## src/hw/rtl/b32c_pkg.sv

```systemverilog
`timescale 1ns / 1ps
`default_nettype none

package b32c_pkg;

  localparam int ID_BYTES_DEF = 20;

  // widths of the block state
  localparam int BITS_W = 12;
  localparam int CNT_W  = 4;
  localparam int POS_W  = 7;
  localparam int SYM_W  = 5;
  localparam int BYTE_W = 8;
  localparam int MAX_RES = 3;

  localparam logic DIR_ENCODE = 1'b0;
  localparam logic DIR_DECODE = 1'b1;

  localparam logic [BYTE_W-1:0] CHAR_A    = 8'h61;
  localparam logic [BYTE_W-1:0] CHAR_Z    = 8'h7a;
  localparam logic [BYTE_W-1:0] CHAR_TWO  = 8'h32;
  localparam logic [BYTE_W-1:0] CHAR_SEVEN = 8'h37;
  localparam logic [SYM_W-1:0]  SYM_LETTERS = 5'd26;

  typedef struct packed {
    logic [BYTE_W-1:0] value;
    logic              run_last;
    logic              block_last;
  } res_t;

  typedef struct packed {
    logic [1:0]             n_res;
    res_t [MAX_RES-1:0]     res;
    logic [BITS_W-1:0]      bits;
    logic [CNT_W-1:0]       nbits;
    logic [POS_W-1:0]       pos;
  } step_t;

  function automatic logic [BITS_W-1:0] low_mask(input logic [CNT_W-1:0] s);
    logic [BITS_W:0] one;
    one = (BITS_W+1)'(1) << s;
    return BITS_W'(one - (BITS_W+1)'(1));
  endfunction

  function automatic logic [BYTE_W-1:0] sym_to_char(input logic [SYM_W-1:0] v);
    logic [BYTE_W-1:0] c;
    if (v < SYM_LETTERS) begin
      c = CHAR_A + BYTE_W'(v);
    end else begin
      c = CHAR_TWO + BYTE_W'(v - SYM_LETTERS);
    end
    return c;
  endfunction

  function automatic logic [SYM_W-1:0] char_to_sym(input logic [BYTE_W-1:0] c);
    logic [SYM_W-1:0] s;
    if (c >= CHAR_A && c <= CHAR_Z) begin
      s = SYM_W'(c - CHAR_A);
    end else if (c >= CHAR_TWO && c <= CHAR_SEVEN) begin
      s = SYM_W'(c - CHAR_TWO) + SYM_LETTERS;
    end else begin
      s = '0;
    end
    return s;
  endfunction

endpackage

`default_nettype wire

```

## src/hw/rtl/b32c_step.sv

```systemverilog
`timescale 1ns / 1ps
`default_nettype none

module b32c_step #(
  parameter int ID_BYTES = b32c_pkg::ID_BYTES_DEF
) (
  input  wire logic                          dir,
  input  wire logic [b32c_pkg::BYTE_W-1:0]   in_value,
  input  wire logic [b32c_pkg::BITS_W-1:0]   bits,
  input  wire logic [b32c_pkg::CNT_W-1:0]    nbits,
  input  wire logic [b32c_pkg::POS_W-1:0]    pos,
  output b32c_pkg::step_t                    step
);

  localparam int CHAR_COUNT = (ID_BYTES * 8 + 4) / 5;
  localparam logic [b32c_pkg::POS_W-1:0] ENC_LAST = b32c_pkg::POS_W'(ID_BYTES - 1);
  localparam logic [b32c_pkg::POS_W-1:0] DEC_LAST = b32c_pkg::POS_W'(CHAR_COUNT - 1);

  always_comb begin
    logic [b32c_pkg::BITS_W-1:0] acc;
    logic [b32c_pkg::BITS_W-1:0] acc2;
    logic [b32c_pkg::BITS_W-1:0] acc3;
    logic [b32c_pkg::CNT_W-1:0]  cnt;
    logic [b32c_pkg::CNT_W-1:0]  c1;
    logic [b32c_pkg::CNT_W-1:0]  c2;
    logic [b32c_pkg::BYTE_W-1:0] val [b32c_pkg::MAX_RES];
    logic [1:0]                  n;
    logic                        last;

    acc  = bits & b32c_pkg::low_mask({1'b0, nbits[2:0]});
    cnt  = nbits;
    n    = 2'd0;
    c1   = '0;
    c2   = '0;
    acc2 = '0;
    acc3 = '0;
    for (int i = 0; i < b32c_pkg::MAX_RES; i++) begin
      val[i] = '0;
    end

    if (dir == b32c_pkg::DIR_ENCODE) begin
      if (cnt > 4'd4) begin
        cnt = '0;
        acc = '0;
      end
      last = (pos >= ENC_LAST);
      acc2 = b32c_pkg::BITS_W'({acc, in_value});
      cnt  = cnt + 4'd8;
      // first character always comes out
      c1     = cnt - 4'd5;
      val[0] = b32c_pkg::sym_to_char(b32c_pkg::SYM_W'(acc2 >> c1));
      acc3   = acc2 & b32c_pkg::low_mask(c1);
      n      = 2'd1;
      cnt    = c1;
      if (c1 >= 4'd5) begin
        c2     = c1 - 4'd5;
        val[1] = b32c_pkg::sym_to_char(b32c_pkg::SYM_W'(acc3 >> c2));
        acc3   = acc3 & b32c_pkg::low_mask(c2);
        n      = 2'd2;
        cnt    = c2;
      end
      // leftover bits padded with zeros on the right
      if (last && cnt != '0) begin
        val[n] = b32c_pkg::sym_to_char(b32c_pkg::SYM_W'(acc3 << (4'd5 - cnt)));
        n      = n + 2'd1;
        cnt    = '0;
      end
    end else begin
      if (cnt > 4'd7) begin
        cnt = '0;
        acc = '0;
      end
      last = (pos >= DEC_LAST);
      acc2 = b32c_pkg::BITS_W'({acc, b32c_pkg::char_to_sym(in_value)});
      cnt  = cnt + 4'd5;
      acc3 = acc2;
      if (cnt >= 4'd8) begin
        c1     = cnt - 4'd8;
        val[0] = b32c_pkg::BYTE_W'(acc2 >> c1);
        acc3   = acc2 & b32c_pkg::low_mask(c1);
        n      = 2'd1;
        cnt    = c1;
      end
    end

    step.n_res = n;
    for (int i = 0; i < b32c_pkg::MAX_RES; i++) begin
      step.res[i].value      = val[i];
      step.res[i].run_last   = (2'(i) == n - 2'd1);
      step.res[i].block_last = (2'(i) == n - 2'd1) && last;
    end

    if (last) begin
      step.bits  = '0;
      step.nbits = '0;
      step.pos   = '0;
    end else begin
      step.bits  = acc3;
      step.nbits = cnt;
      step.pos   = pos + b32c_pkg::POS_W'(1);
    end
  end

endmodule

`default_nettype wire

```

## src/hw/rtl/base32_block_codec_unit.sv

```systemverilog
`timescale 1ns / 1ps
`default_nettype none

// channel   dir  handshake          payload
// in_       in   tvalid / tready    tdata[7:0] = in_value
// out_      out  tvalid / tready    tdata[7:0] = out_value, tuser = run_last,
//                                   tlast = block_last
// cfg_      in   wr_en              wr_data[0] = direction (0 encode, 1 decode)
//
// each item is converted in the cycle it is accepted; its zero to three results
// sit in a three-entry result register and leave from the next cycle, one per
// cycle while out_tready is high; a new item is taken once the result register
// is empty or giving up its last entry
// reset clears direction, the bit accumulator, the block position and the results
// a write on cfg_ also restarts the block; out_tready low holds the current result

module base32_block_codec_unit #(
  parameter int ID_BYTES = b32c_pkg::ID_BYTES_DEF
) (
  input  wire logic        clk,
  input  wire logic        rst_n,
  input  wire logic        in_tvalid,
  output logic             in_tready,
  input  wire logic [7:0]  in_tdata,   // [7:0] in_value
  output logic             out_tvalid,
  input  wire logic        out_tready,
  output logic [7:0]       out_tdata,  // [7:0] out_value
  output logic             out_tuser,  // [0] run_last
  output logic             out_tlast,  // block_last
  input  wire logic        cfg_wr_en,
  input  wire logic [0:0]  cfg_wr_data // [0] direction
);

  logic                          dir_r;
  logic [b32c_pkg::BITS_W-1:0]   bits_r;
  logic [b32c_pkg::CNT_W-1:0]    nbits_r;
  logic [b32c_pkg::POS_W-1:0]    pos_r;
  b32c_pkg::res_t [b32c_pkg::MAX_RES-1:0] q_r, q_nxt;
  logic [1:0]                    qn_r, qn_nxt;
  b32c_pkg::step_t               step;
  logic                          accept;
  logic                          pop;

  b32c_step #(
    .ID_BYTES (ID_BYTES)
  ) u_step (
    .dir      (dir_r),
    .in_value (in_tdata),
    .bits     (bits_r),
    .nbits    (nbits_r),
    .pos      (pos_r),
    .step     (step)
  );

  assign out_tvalid = (qn_r != 2'd0);
  assign pop        = out_tvalid && out_tready;
  assign in_tready  = (qn_r == 2'd0) || (qn_r == 2'd1 && out_tready);
  assign accept     = in_tvalid && in_tready;

  assign out_tdata = q_r[0].value;
  assign out_tuser = q_r[0].run_last;
  assign out_tlast = q_r[0].block_last;

  always_comb begin
    q_nxt  = q_r;
    qn_nxt = qn_r;
    if (accept && step.n_res != 2'd0) begin
      q_nxt  = step.res;
      qn_nxt = step.n_res;
    end else if (pop) begin
      // shift the queue down by one entry
      q_nxt[0] = q_r[1];
      q_nxt[1] = q_r[2];
      qn_nxt   = qn_r - 2'd1;
    end
  end

  always_ff @(posedge clk) begin
    if (!rst_n) begin
      dir_r   <= b32c_pkg::DIR_ENCODE;
      bits_r  <= '0;
      nbits_r <= '0;
      pos_r   <= '0;
      qn_r    <= '0;
    end else begin
      qn_r <= qn_nxt;
      if (cfg_wr_en) begin
        dir_r   <= cfg_wr_data[0];
        bits_r  <= '0;
        nbits_r <= '0;
        pos_r   <= '0;
      end else if (accept) begin
        bits_r  <= step.bits;
        nbits_r <= step.nbits;
        pos_r   <= step.pos;
      end
    end
  end

  always_ff @(posedge clk) begin
    q_r <= q_nxt;
  end

endmodule

`default_nettype wire
```

## config.mk

```make
export PLATFORM = sky130hd
export DESIGN_NAME = base32_block_codec_unit
export DESIGN_NICKNAME = d
export VERILOG_FILES = /design/src/hw/rtl/b32c_pkg.sv /design/src/hw/rtl/b32c_step.sv /design/src/hw/rtl/base32_block_codec_unit.sv
export SDC_FILE = /design/constraint.sdc
export NUM_CORES = 1
export LEC_CHECK = 0
export ABC_AREA = 1
export BUFFER_PORTS_ARGS = -buffer_cell sky130_fd_sc_hd__buf_4
export CORE_MARGIN = 3
export CORE_UTILIZATION = 65
export DETAILED_ROUTE_END_ITERATION = 10
export GPL_TIMING_DRIVEN = 0
export PLACE_DENSITY = 0.84
export SETUP_SLACK_MARGIN = 0.4
export SLEW_MARGIN = 20
export SYNTH_ARGS = -nofsm -noshare
export SYNTH_HDL_FRONTEND = slang
export SYNTH_SLANG_ARGS = --single-unit
```

## constraint.sdc

```tcl
create_clock -name clk -period 9 [get_ports clk]
set_input_delay 0.9 -clock clk [delete_from_list [all_inputs] [get_ports clk]]
set_output_delay 0.9 -clock clk [all_outputs]
set_load 0.02 [all_outputs]
```

-- Yosys cells after proc, flatten, opt, wreduce, memory -nomap -nowiden
Cells that the tools add are included.
- register bits: 51
- $add $sub $neg: 26
- $lt $le $gt $ge: 15
- equality and inequality tests: 3
- shifts and indexed selects: 8
- muxes and demuxes: 46
- bitwise logic cells: 7
- reduce and logical (&&, ||, !) cells: 20
- operators with widths (operator ; count):
    2-to-1 mux 8 bit ; 11
    2-to-1 mux 4 bit ; 11
    2-to-1 mux 20 bit ; 2
    2-to-1 mux 7 bit ; 4
    adder 6 x 8 -> 8 bit, first input constant ; 3
    adder 7 x 5 -> 8 bit, first input constant ; 3
    AND 12 bit ; 2
    bitwise mux 24 bit ; 1
    2-to-1 mux 12 bit ; 2
    2-to-1 mux 24 bit ; 1
    << shifter 1 x 4 -> 12 bit, first input constant ; 2
    right shift 12 x 4 -> 5 bit ; 2
    subtractor 12 x 1 -> 12 bit, second input constant ; 2
    2-to-1 mux 18 bit ; 1
    subtractor 5 x 5 -> 6 bit, second input constant ; 3
    demux 8 bit (select 2 bit) ; 1
    2-to-1 mux 16 bit ; 1
    < comparator 5 bit, second input constant ; 3
    2-to-1 mux 5 bit ; 3
    AND 7 bit ; 2
    greater-or-equal comparator 7 x 5 -> 1 bit, second input constant ; 2
    subtractor 7 x 1 -> 7 bit, second input constant ; 2
    2-to-1 mux 2 bit ; 6
    << shifter 12 x 4 -> 5 bit ; 1
    other kinds (35) ; 54

-- Longest topological paths before layout
Gate-level depths: netlist of the first run.
- depth after elaboration: 21
- mapped depth: 35
- depth with buffers taken out: 31

-- Cells and area by module
From an unflattened synthesis of the first run, not the netlist that was laid out.
- cells, all modules: 1008
- area total of the unflattened synthesis: 6266.0 um^2
- by module, submodules not included (module ; instances ; cells an instance ; area an instance (um^2)):
    b32c_step ; 1 ; 768 ; 3977.6
    base32_block_codec_unit ; 1 ; 240 ; 2288.4

-- Worst setup path after synthesis of the first run
No wires, ideal clock.
- kind: register to register
- start point: register nbits_r[1] in the netlist's numbering
- end point: register q_r, in the netlist out_tdata[0], enable pin
- library setup time: 0.376 ns
- arrival time: 4.690 ns
- data required time: 8.624 ns
- setup slack: 3.934 ns
- cell stages (with the launch flop): 26
- clock period less this slack: 5.066 ns
- cell sequence: dfxtp_1 -> inv_2 -> nor2_2 -> inv_2 -> nor2_1 -> inv_1 -> clkbuf_1 -> ha_1 -> inv_1 -> nand3_2 -> nand2_4 -> buf_6 -> buf_2 -> ha_1 -> inv_1 -> clkbuf_1 -> a21oi_1 -> o31ai_1 -> ha_1 -> nor2_1 -> inv_1 -> a21oi_2 -> nor2_1 -> inv_2 -> a21oi_1 -> inv_1
- word-level cells in the longest chain between the ends: 15
- elaborated cells between the ends (all ways): 25
- ends and longest elaborated chain (element ; RTL line ; source):
    from (decl) ; base32_block_codec_unit.sv:36 ; logic [b32c_pkg::CNT_W-1:0] nbits_r;
    from (signal assigned) ; base32_block_codec_unit.sv:94 ; nbits_r <= step.nbits;
    > comparator 4 x 3 -> 1 bit ; b32c_step.sv:42 ; if (cnt > 4'd4) begin
    2-to-1 mux 4 bit ; b32c_step.sv:42 ;
    2-to-1 mux 4 bit ; b32c_step.sv:41 ; if (dir == b32c_pkg::DIR_ENCODE) begin
    adder 4 bit ; b32c_step.sv:48 ; cnt = cnt + 4'd8;
    subtractor 4 x 3 -> 4 bit ; b32c_step.sv:50 ; c1 = cnt - 4'd5;
    subtractor 4 x 3 -> 4 bit or greater-or-equal comparator 4 x 3 -> 1 bit (tied branches) ; b32c_step.sv:56, b32c_step.sv:55 ;
    2-to-1 mux 4 bit ; b32c_step.sv:55 ; if (c1 >= 4'd5) begin
    2-to-1 mux 4 bit ; b32c_step.sv:41 ;
    nonzero test 4 bit ; b32c_step.sv:63 ; if (last && cnt != '0) begin
    logical AND 1 bit ; b32c_step.sv:63 ;
    2-to-1 mux 2 bit ; b32c_step.sv:63 ;
    2-to-1 mux 2 bit (*) ; b32c_step.sv:41 ;
    nonzero test 2 bit (*) ; base32_block_codec_unit.sv:67 ; if (accept && step.n_res != 2'd0) begin
    logical AND 1 bit (*) ; base32_block_codec_unit.sv:67 ;
    nonzero test 2 bit (no source line) (*) ; - ;
    to (signal assigned) ; base32_block_codec_unit.sv:101 ; q_r <= q_nxt;
    to (decl) ; base32_block_codec_unit.sv:38 ; b32c_pkg::res_t [b32c_pkg::MAX_RES-1:0] q_r, q_nxt;
Mark *: on every way between the ends. The rest lies on a longest branch, timed or not. The select of a mux whose other input is x is not followed.
A chain may end at the register's enable or synchronous reset.

-- Final worst setup path of the first run
- start point: register nbits_r[1] in the netlist's numbering
- end point: register qn_r[0]
- word-level cells in the longest chain between the ends: 15
- elaborated cells between the ends (all ways): 26
- ends and longest elaborated chain (element ; RTL line ; source):
    > comparator 4 x 3 -> 1 bit ; b32c_step.sv:42 ;
    2-to-1 mux 4 bit ; b32c_step.sv:42 ;
    2-to-1 mux 4 bit ; b32c_step.sv:41 ;
    adder 4 bit ; b32c_step.sv:48 ;
    subtractor 4 x 3 -> 4 bit ; b32c_step.sv:50 ;
    subtractor 4 x 3 -> 4 bit or greater-or-equal comparator 4 x 3 -> 1 bit (tied branches) ; b32c_step.sv:56, b32c_step.sv:55 ;
    2-to-1 mux 4 bit ; b32c_step.sv:55 ;
    2-to-1 mux 4 bit ; b32c_step.sv:41 ;
    nonzero test 4 bit ; b32c_step.sv:63 ;
    logical AND 1 bit ; b32c_step.sv:63 ;
    2-to-1 mux 2 bit ; b32c_step.sv:63 ;
    2-to-1 mux 2 bit (*) ; b32c_step.sv:41 ;
    nonzero test 2 bit ; base32_block_codec_unit.sv:67 ;
    logical AND 1 bit ; base32_block_codec_unit.sv:67 ;
    2-to-1 mux 2 bit or nonzero test 2 bit (tied branches) ; - ;
    to (signal assigned) ; base32_block_codec_unit.sv:86 ; qn_r <= qn_nxt;
    to (decl) ; base32_block_codec_unit.sv:39 ; logic [1:0] qn_r, qn_nxt;
Marked as above.

==> results of run 1 <==
cell usage after synthesis, types with 8 or more instances:
| cell | number | area share (%) |
|---|---|---|
| nand3_1 | 79 | 7.0 |
| o211ai_1 | 16 | 2.1 |
| xor2_1 | 11 | 1.7 |
| inv_1 | 104 | 6.9 |
| nor3_1 | 12 | 1.1 |
| edfxtp_1 | 30 | 16 |
| nor2_1 | 79 | 5.2 |
| dfxtp_1 | 21 | 7.4 |
| ha_1 | 37 | 8.2 |
| buf_2 | 8 | 0.71 |
| nand4_1 | 20 | 2.2 |
| buf_4 | 9 | 1.2 |
| nand2_1 | 250 | 17 |
| clkbuf_1 | 18 | 1.2 |
| o21ai_0 | 45 | 4.0 |
| a21oi_1 | 44 | 3.9 |
cell usage in the layout (no fill, tap or decap), types with 12 or more instances in the layout:
| cell | netlist | final |
|---|---|---|
| edfxtp_1 | 30 | 30 |
| o21ai_0 | 45 | 45 |
| inv_1 | 104 | 104 |
| nor3_1 | 12 | 12 |
| a21oi_1 | 44 | 44 |
| nand3_1 | 79 | 79 |
| ha_1 | 37 | 37 |
| nor2_1 | 79 | 79 |
| clkbuf_1 | 18 | 18 |
| nand4_1 | 20 | 20 |
| dfxtp_1 | 21 | 21 |
| nand2_1 | 250 | 250 |
| o211ai_1 | 16 | 16 |
| buf_4 | 9 | 34 |
worst min path at each step:
stage	endpoint	slack [ns]	cells past startpoint
detailed placement	pos_r[6]	0.43	2
global route	pos_r[5]	0.48	2
finish	pos_r[6]	0.45	2
CTS	pos_r[6]	0.45	2
floorplan	pos_r[5]	0.42	2
global placement	pos_r[5]	0.43	2
power by group:
part	leakage (nW)	internal, mW	total [mW]	switching, mW
Combinational	2.37	0.284	0.880	0.596
Sequential	0.464	0.350	0.376	0.0255
Clock	0.0463	0.0573	0.147	0.0901
stage by stage:
stage | instances | hold slack, ns | setup slack, ns | util [%] | total power, mW
after floorplan | 886 | 0.419 | 3.93 | - | 1.01
after global placement | 1016 | 0.427 | 2.41 | 71.8 | 1.20
after detailed placement | 1016 | 0.433 | 2.33 | 71.8 | 1.24
after CTS | 1024 | 0.448 | 2.31 | 73.0 | 1.38
after global routing | 1024 | 0.482 | 1.69 | 73.0 | 1.50
final | 1024 | 0.447 | 2.17 | 73.0 | 1.40
sequential cells by signal, indices dropped and copies added (netlist names):
register	flops
bits_r	7
dir_r	1
nbits_r	4
out_tdata	8
out_tlast	1
out_tuser	1
pos_r	7
q_r	20
qn_r	2
cell families after synthesis:
| logic type | synth area share, % |
|---|---|
| AO/OA/AOI/OAI | 16.1 |
| XOR/XNOR | 3.42 |
| adder cells (fa/ha/maj) | 8.16 |
| buffers and inverters | 11.5 |
| flip-flops | 23.3 |
| multiplexers | 0.198 |
| AND/OR/NAND/NOR | 37.3 |
critical path, stage by stage (launching register included):
cell and delay, ns:
dfxtp_1 0.49, inv_2 0.11, nor2_2 0.21, inv_2 0.10, nor2_1 0.23, inv_1 0.16
clkbuf_1 0.32, ha_1 0.32, inv_1 0.07, nand3_2 0.12, nand2_4 0.16, buf_6 0.16
buf_2 0.23, ha_1 0.34, inv_1 0.12, clkbuf_1 0.39, a21oi_1 0.26, o31ai_1 0.65
ha_1 0.30, nor2_1 0.05, inv_1 0.12, nor2_1 0.08, nor2_1 0.36, inv_2 0.28
a21oi_1 0.28, inv_1 0.40, o21ai_0 0.32, a31oi_1 0.07
metal layers:
metal | vias up | track usage (%)
met5 | - | 0
met4 | 0 | 17.1
met3 | 72 | 5.82
met2 | 352 | 58.1
met1 | 2874 | 43.3
li1 | 2992 | -
area by class of cell:
cell class                      count  share of cell area, %
Clock inverter                      3                  0.452
Multi-Input combinational cell    682                   60.7
Timing Repair Buffer               25                   3.08
Buffer                             39                   3.64
Clock buffer                        5                   1.13
Inverter                          114                   7.11
Sequential cell                    51                   21.7
Tap cell                          105                   2.16
==> summary.txt, run 1 <==
Outcome
  – Status: finished, final reports clean

Pwr
  – Leak: a little under 3 nW
  – Worst VDD drop: 128 µV
  – Pwr dens: 230 nW/µm²

STA
  – Setup-failing EPs final: 0
  – Setup TNS: 0 ns
  – RSZ-0062 raised after global routing: false
  – Maximum clock rate: 146 MHz
  – Tcrit/Tclk final: 75.9%
  – Minimum clock period: 6.83 ns
  – Final Max Slew Viols: 0
  – Slew headroom: a little under half
  – Final Hold Viols: 0
  – Clk_skew: 0.0134 ns
  – Transition time of the tightest slew-check pin: 0.799 ns

Setup path
  – Critical path fanouts, max: 22
  – Setup crit end kind: register
  – RR Startpoint: nbits_r[1]
  – Crit path kind: register to register
  – Data required, critical path: 9.19 ns
  – Startpoint Class: register
  – CP Launch Point: nbits_r[1]
  – CP endpoint: qn_r[0]
  – Register-to-register setup slack: 2.17 ns
  – Reg-to-reg critical path endpoint: qn_r[0]
  – WP data arrival: about 7.0 ns
  – Worst reg2reg path depth: 27

Drt
  – DRC violations left: 0
  – Total Routed Length: around 17000 µm
  – Top sig layer: met4
  – DRT met1 WL: 6640 µm
  – Post-route ant nets: 0
  – WL/cell: 16.6 µm
  – First drt pass iteration count: 8
  – First DRT Iteration DRCs: 595
  – Vias per cell: 6.14
  – Routed length on met2: 7980 µm
  – Met3 Wirelength: 1520 µm
  – Vias post-DR: 6290

Placement
  – IO Port Bufs: 25
  – Placement-stage cell area: 5990 µm²
  – Final Wtd Congestion: 1.01
  – DPL Wire Length: around 13000 µm

Clock tree
  – # clock sinks: 51
  – CTS H-Tree Depth: 2
  – Root Buffer: clkbuf_8
  – CTS tree: done
  – Max Root-Sink Buffers: 2
  – Total CTS buffers: 5
  – Post-CTS Hold Buffers: 0
  – Worst-skew pair later-pin latency: around 0.33 ns
  – CTS resizes: 0
  – Clock transition at path regs: 0.11 ns
  – Post-CTS setup buffers: 0

Global routing
  – Grt ovf: 0
  – Vias in the first global route: 5841
  – Maximum number of pins on one net before global-route repair: 23
  – Initial antenna violation count: 0
  – Total GRT Usage: approximately a third
  – First-pass GRT wire length: around 28000 µm

Floorplan
  – Die X: 99.4 µm
  – Starting density of the core: between 60% and 70%
  – Die Area: 9880 µm²
  – Core Area: 8340 µm²
  – Chip Height: 99.4 µm
  – Rows: 33
  – # IOs: 26

Layout
  – Synthesis-to-layout area growth: 7.32%
  – Flip-flop and latch area: 1320 µm²
  – Multi-input logic area: 3700 µm²
  – Layout net count: a little under 1000
  – Antenna cell count: 0
  – Layout fillers: 723
  – Final instance area: 6090 µm²
  – Share of layout cells above drive strength 1: about 11%

Synth
  – FF+latch count, synth: 51
  – Synth warn: 0
  – Syn_area_per_cell: between 6 and 7 µm²
  – Async S/R FF share, synth: 0%
  – Seq/Total Area, Yosys: 23.3%
  – Ys flop type: edfxtp_1
  – Synth Net Count: roughly 940
  – Netlist cell types: 51
  – Number of synthesized flops with an enable pin: 30
  – Mapped Cells: ~890
  – Synthesized area: around 5700 µm²

Hold path
  – Worst hold start: pos_r[6]
  – Hold Path Class: register to register

Flow run
  – MaxCap Viol Count: 0
No activity file was read; power rests on OpenSTA's default activity.
==> run 2, diff against run 1 <==
CORE_UTILIZATION = 64   (was 65)
PLACE_DENSITY = 0.82   (was 0.84)
clock period = 6.67 ns   (was 9 ns; I/O delays follow)
==> run 2 against run 1 <==
  * Combinational power increased by 40%
  * Register-to-register slack lost 1.4 ns
  * Clock skew is 0.0016 ns lower
  * Sequential share of layout area decreased by 0.20 points
  * Global-route usage down 0.92 points
  * Worst hold slack improved by 0.0031 ns
  * Critical endpoint is now q_r[17]
  * Highest routed layer unchanged
==> summary.txt, run 2 (same netlist as run 1, synthesis figures left out) <==
STA
  – Minimum clock period: 5.92 ns (-0.912 ns)
  – Maximum clock rate: 169 MHz (+15%)
  – Clk_skew: 0.0118 ns (-0.00158 ns)
  – Slew headroom: 46.4% (about the same)
  – Worst Setup Slack, final: 0.749 ns (-1.42 ns)
  – Final Max Slew Viols: 0 (unchanged)
  – Fin Hold WS: 0.451 ns (+0.00309 ns)
  – RSZ-0062 raised after global routing: false
  – Tcrit/Tclk final: 88.8% (+13 points)
  – Setup-failing EPs final: 0 (unchanged)
  – Transition time of the tightest slew-check pin: 0.799 ns (+0.0000777 ns)
  – Final Hold Viols: 0 (unchanged)
  – Setup TNS: 0 ns (unchanged)

Setup path
  – Critical path fanouts, max: 13 (-41%)
  – Setup crit end kind: register
  – WP data arrival: 5.99 ns (-1.03 ns)
  – Crit-path most repeated cell: inv_1
  – Slowest cell on crit path: dfxtp_1
  – Crit path kind: register to register
  – Data required, critical path: 6.74 ns (-2.45 ns)
  – Max stage delay on crit path: 0.49 ns (-0.16 ns)
  – Startpoint Class: register

Floorplan
  – Starting density of the core: 67.3% (-0.67 points)
  – Die X: 100 µm (+0.73%)
  – # IOs: 26 (unchanged)
  – Rows: 33 (unchanged)
  – Die Area: 10000 µm² (+1.5%)
  – Core Area: 8420 µm² (+0.99%)
  – Chip Height: 100 µm (+0.73%)

Placement
  – IO Port Bufs: 25 (unchanged)
  – Pre-CTS WS: -0.0000768 ns (-2.33 ns)
  – DPL Wire Length: 13100 µm (-2.6%)
  – Final Wtd Congestion: 1.05 (+3.8%)

Layout
  – Core Util, Final: 73.0% (about the same)
  – Multi-input logic area: 3730 µm² (+0.85%)
  – Share of layout cells above drive strength 1: 12.0% (+1.0 points)
  – Flip-flop and latch area: 1320 µm² (unchanged)
  – Max reg flops: 20 (unchanged)
  – Layout fillers: 690 (-4.6%)
  – Synthesis-to-layout area growth: 8.34%
  – Layout net count: 973 (+0.41%)
  – Commonest non-fill, non-tap cell in the layout: nand2_1
  – Leading cell types in the layout, fill and taps excluded: 250 x nand2_1, 103 x inv_1, 79 x nand3_1, 78 x nor2_1, 45 x o21ai_0
  – Antenna cell count: 0 (unchanged)
  – Biggest register: q_r

Global routing
  – Vias in the first global route: 5892 (+0.87%)
  – Total GRT Usage: 33.8% (-0.92 points)
  – Initial antenna violation count: 0 (unchanged)
  – First-pass GRT wire length: 27600 µm (-0.72%)
  – Maximum number of pins on one net before global-route repair: 19 (-17%)
  – Grt ovf: 0 (unchanged)

Clock tree
  – CTS tree: done
  – Root Buffer: clkbuf_8
  – CTS H-Tree Depth: 2 (unchanged)
  – # clock sinks: 51 (unchanged)
  – Worst-skew pair later-pin latency: 0.31 ns (-0.02 ns)
  – Max Root-Sink Buffers: 2 (unchanged)
  – Clock transition at path regs: 0.09 ns (-0.02 ns)
  – Total CTS buffers: 5 (unchanged)

Drt
  – DRC violations left: 0 (unchanged)
  – WL/cell: 16.5 µm (-0.68%)
  – Vias per cell: 6.06 (-1.4%)
  – First drt pass iteration count: 6 (-2)
  – Total Routed Length: 16900 µm (-0.29%)
  – First DRT Iteration DRCs: 621 (+4.4%)
  – Vias post-DR: 6228 (-0.99%)
  – Post-route ant nets: 0 (unchanged)

Pwr
  – Pwr dens: 311 nW/µm² (+35%)
  – Worst VDD drop: 179 µV (+40%)
  – Leak: 2.90 nW (+0.61%)

Outcome
  – Status: finished, final reports clean

Hold path
  – Hold Path Class: register to register

Flow run
  – MaxCap Viol Count: 0 (unchanged)
[run 2: cell count changes in the layout (fill, tap and decap cells not counted), moves of 2 or more]
cell / previous run / this run
inv_4: 2 / 4
buf_4: 34 / 37
clkbuf_2: 0 / 2
a21oi_1: 44 / 42
[run 2: final cells by class]
cell class,instances,share of cell area [%]
plain buffers,39,3.64
well taps,105,2.14
multi-input cells,682,60.7
repair buffers,28,3.42
inverters,114,7.15
flip-flops and latches,51,21.5
repair inverters,1,0.122
clock inverters,2,0.183
clock buffers,6,1.18
[run 2: metal layers]
metal	vias to the layer above	GRT usage (%)	routed length [µm]
met5	-	0	0
met4	0	14.8	721
met3	72	4.93	1450
met2	348	56.8	8000
met1	2804	43.0	6750
li1	3004	-	-
[run 2: worst paths after layout]
| kind | slack, ns | from | endpoint | cells after the start |
|---|---|---|---|---|
| max reg2reg | 0.75 | nbits_r[1] | q_r[17] | 35 |
| max | 0.75 | nbits_r[1] | q_r[17] | 35 |
| min | 0.45 | pos_r[6] | pos_r[6] | 2 |
| min reg2reg | 0.45 | pos_r[6] | pos_r[6] | 2 |
[run 2: power breakdown]
group	switching (mW)	internal [mW]	total, mW
logic	0.821	0.405	1.23
registers	0.0356	0.471	0.507
clock network	0.104	0.0739	0.178
[run 2: critical path, delay by kind of cell, from the launching register on]
kind	cells	cell delay, ns
adders and majority gates	4	1.10
DFF	1	0.49
and+or+nand+nor	15	1.86
buffers and inverters	14	1.90
AOI/OAI and AO/OA	2	0.30
[run 2: what timing repair did]
item                       in CTS  in global routing
hold buffers                    0                  0
cloned                          1                  0
resized for setup               5                  8
buffers inserted                1                  2
setup endpoints to repair      31                 33
pin swaps                       0                  0
[run 2: metrics by stage]
stage	total power, mW	std cells	instance area (µm²)
6_report	1.91	1028	6150
5_1_grt	2.05	1028	6150
4_1_cts	1.86	1026	6100
3_5_place_dp	1.66	1016	5990
3_3_place_gp	1.62	1016	5990
2_1_floorplan	1.36	886	5670
==> run 3, diff against run 2 <==
--- a/config.mk
+++ b/config.mk
@@ -14,2 +14,3 @@
 export PLACE_DENSITY = 0.82
+export RECOVER_POWER = 100
 export SETUP_SLACK_MARGIN = 0.4
==> constraint.sdc (replaced) <==
create_clock -name clk -period 6.67 [get_ports clk]
set_input_delay 2.001 -clock clk [delete_from_list [all_inputs] [get_ports clk]]
set_output_delay 2.001 -clock clk [all_outputs]
set_load 0.02 [all_outputs]
==> run 3 against run 2 <==
  * First-iteration DRC count fell by 5.3%
  * Core utilization fell by 1.1 points
  * Maximum frequency fell by 3.7%
  * Routed wire length fell by 0.12%
  * Worst hold slack barely moved
  * Power fell by 2.9%
  * Count of clock-buffer cells in the layout did not move
  * Critical path type unchanged
==> summary.txt, run 3 (same netlist as run 1, synthesis figures left out) <==
Outcome
  – Status: finished, final reports clean

Clock tree
  – CTS H-Tree Depth: 2 (unchanged)
  – Root Buffer: clkbuf_8
  – # clock sinks: 51 (unchanged)
  – Max Root-Sink Buffers: 2 (unchanged)
  – Total CTS buffers: 5 (unchanged)
  – Post-CTS Hold Buffers: 0 (unchanged)
  – CTS tree: done
  – Clock transition at path regs: 0.09 ns (about the same)
  – Worst-skew pair later-pin latency: 0.31 ns (about the same)

Setup path
  – Crit path kind: register to register
  – Register-to-register setup slack: 0.52 ns (-0.23 ns)
  – Setup crit end kind: register
  – Max stage delay on crit path: 0.55 ns (+0.06 ns)
  – Reg-to-reg critical path endpoint: q_r[17]
  – WP data arrival: 6.21 ns (+0.22 ns)
  – CP endpoint: q_r[17]
  – Data required, critical path: 6.73 ns (about the same)
  – Startpoint Class: register
  – Critical path fanouts, max: 13 (unchanged)
  – Crit-path most repeated cell: inv_1
  – Slowest cell on crit path: a21oi_1
  – Worst reg2reg path depth: 33 (-5.7%)
  – CP Launch Point: nbits_r[1]
  – RR Startpoint: nbits_r[1]

Hold path
  – Hold Path Class: register to register

Global routing
  – First-pass GRT wire length: 27600 µm (unchanged)
  – Initial antenna violation count: 0 (unchanged)
  – Vias in the first global route: 5892 (unchanged)
  – Total GRT Usage: 33.8% (unchanged)
  – Maximum number of pins on one net before global-route repair: 19 (unchanged)
  – Grt ovf: 0 (unchanged)

Drt
  – First drt pass iteration count: 9 (+3)
  – Vias post-DR: 6254 (+0.42%)
  – First DRT Iteration DRCs: 588 (-5.3%)
  – Total Routed Length: 16900 µm (-0.12%)
  – Post-route ant nets: 0 (unchanged)
  – Vias per cell: 6.08 (+0.42%)
  – DRC violations left: 0 (unchanged)
  – WL/cell: 16.4 µm (-0.12%)

STA
  – Slew headroom: 46.0% (-0.32 points)
  – RSZ-0062 raised after global routing: false
  – Minimum clock period: 6.15 ns (+0.226 ns)
  – Tcrit/Tclk final: 92.2% (+3.4 points)
  – Clk_skew: 0.0169 ns (+0.00511 ns)
  – Setup-failing EPs final: 0 (unchanged)
  – Final Max Slew Viols: 0 (unchanged)
  – Transition time of the tightest slew-check pin: 0.804 ns (+0.00480 ns)
  – Fin Hold WS: 0.451 ns (+0.000105 ns)
  – Maximum clock rate: 163 MHz (-3.7%)
  – Worst Setup Slack, final: 0.523 ns (-0.226 ns)
  – Final Hold Viols: 0 (unchanged)

Layout
  – Share of layout cells above drive strength 1: 9.86% (-2.2 points)
  – Layout fillers: 716 (+3.8%)
  – Layout net count: 973 (unchanged)
  – Commonest non-fill, non-tap cell in the layout: nand2_1
  – Multi-input logic area: 3700 µm² (-0.87%)
  – Synthesis-to-layout area growth: 6.75%
  – Max reg flops: 20 (unchanged)
  – Biggest register: q_r
  – Flip-flop and latch area: 1320 µm² (unchanged)
  – Antenna cell count: 0 (unchanged)
  – Leading cell types in the layout, fill and taps excluded: 250 x nand2_1, 104 x inv_1, 80 x nor2_1, 79 x nand3_1, 46 x o21ai_0

Pwr
  – Leak: 2.85 nW (-1.8%)
  – Pwr dens: 307 nW/µm² (-1.4%)
  – Worst VDD drop: 177 µV (-1.3%)

Flow run
  – MaxCap Viol Count: 0 (unchanged)

Placement
  – DPL Wire Length: 13100 µm (unchanged)
  – IO Port Bufs: 25 (unchanged)
  – Final Wtd Congestion: 1.05 (unchanged)
  – Pre-CTS WS: -0.0000768 ns (unchanged)

Floorplan
  – Rows: 33 (unchanged)
  – # IOs: 26 (unchanged)
  – Die Area: 10000 µm² (unchanged)
  – Core Area: 8420 µm² (unchanged)
  – Die X: 100 µm (unchanged)
  – Starting density of the core: 67.3% (unchanged)
  – Chip Height: 100 µm (unchanged)
## run 3: changes by cell type in the layout (fill, tap and decap cells not counted), sizes merged
cell    before  now
buf         49   31
clkbuf      24   42
## run 3: worst min path at each step
stage | slack, ns | endpoint | startpoint | cells after the start
after floorplan | 0.42 | pos_r[5] | pos_r[5] | 2
after global placement | 0.43 | pos_r[5] | pos_r[5] | 2
after detailed placement | 0.44 | pos_r[5] | pos_r[5] | 2
after CTS | 0.45 | pos_r[5] | pos_r[5] | 2
after global routing | 0.47 | pos_r[6] | pos_r[6] | 2
final | 0.45 | pos_r[6] | pos_r[6] | 2
## run 3: final cells by class
type                            count  area share (%)
Timing Repair inverter              1          0.0826
Timing Repair Buffer               28            2.56
Buffer                             39            3.70
Sequential cell                    51            21.8
Clock inverter                      2           0.186
Tap cell                          105            2.17
Multi-Input combinational cell    682            61.0
Clock buffer                        6            1.20
Inverter                          114            7.25
## run 3: metal layers
metal / vias up / GRT usage (%) / share of wire [%]
met5: - / 0 / 0
met4: 0 / 14.8 / 4.5
met3: 78 / 4.93 / 9.0
met2: 340 / 56.8 / 47
met1: 2833 / 43.0 / 39
li1: 3003 / - / -
## run 3: worst max-delay path: cells and delay by family, from the launching register on
kind                     cells  cell delay, ns
AND/OR/NAND/NOR             14            1.91
AO/OA/AOI/OAI                1            0.55
adder cells (fa/ha/maj)      4            1.00
buffers and inverters       13            1.79
flip-flops                   1            0.49
XOR/XNOR                     1            0.14
## run 3: what timing repair did
item,4_1_cts,5_1_grt
gates resized for setup,5,8
setup endpoints to repair,31,33
hold endpoints to repair,0,0
buffers inserted,1,2
gates cloned,1,0
pin swaps,0,0
## run 3: power by group
group	switching, mW	leakage [nW]	internal [mW]	total [mW]
combinational	0.810	2.34	0.361	1.17
sequential	0.0352	0.464	0.471	0.507
clock	0.104	0.0455	0.0739	0.178
total	0.950	2.85	0.907	1.86
## run 3: through the flow
| step | util [%] | instances | power [mW] | TNS [ns] | cell area (µm²) |
|---|---|---|---|---|---|
| detailed placement | 71.1 | 1016 | 1.66 | -0.0000768 | 5990 |
| CTS | 72.5 | 1026 | 1.86 | 0 | 6100 |
| global placement | 71.1 | 1016 | 1.62 | 0 | 5990 |
| floorplan | - | 886 | 1.36 | 0 | 5670 |
| global route | 71.9 | 1028 | 1.99 | 0 | 6060 |
| finish | 71.9 | 1028 | 1.86 | 0 | 6060 |
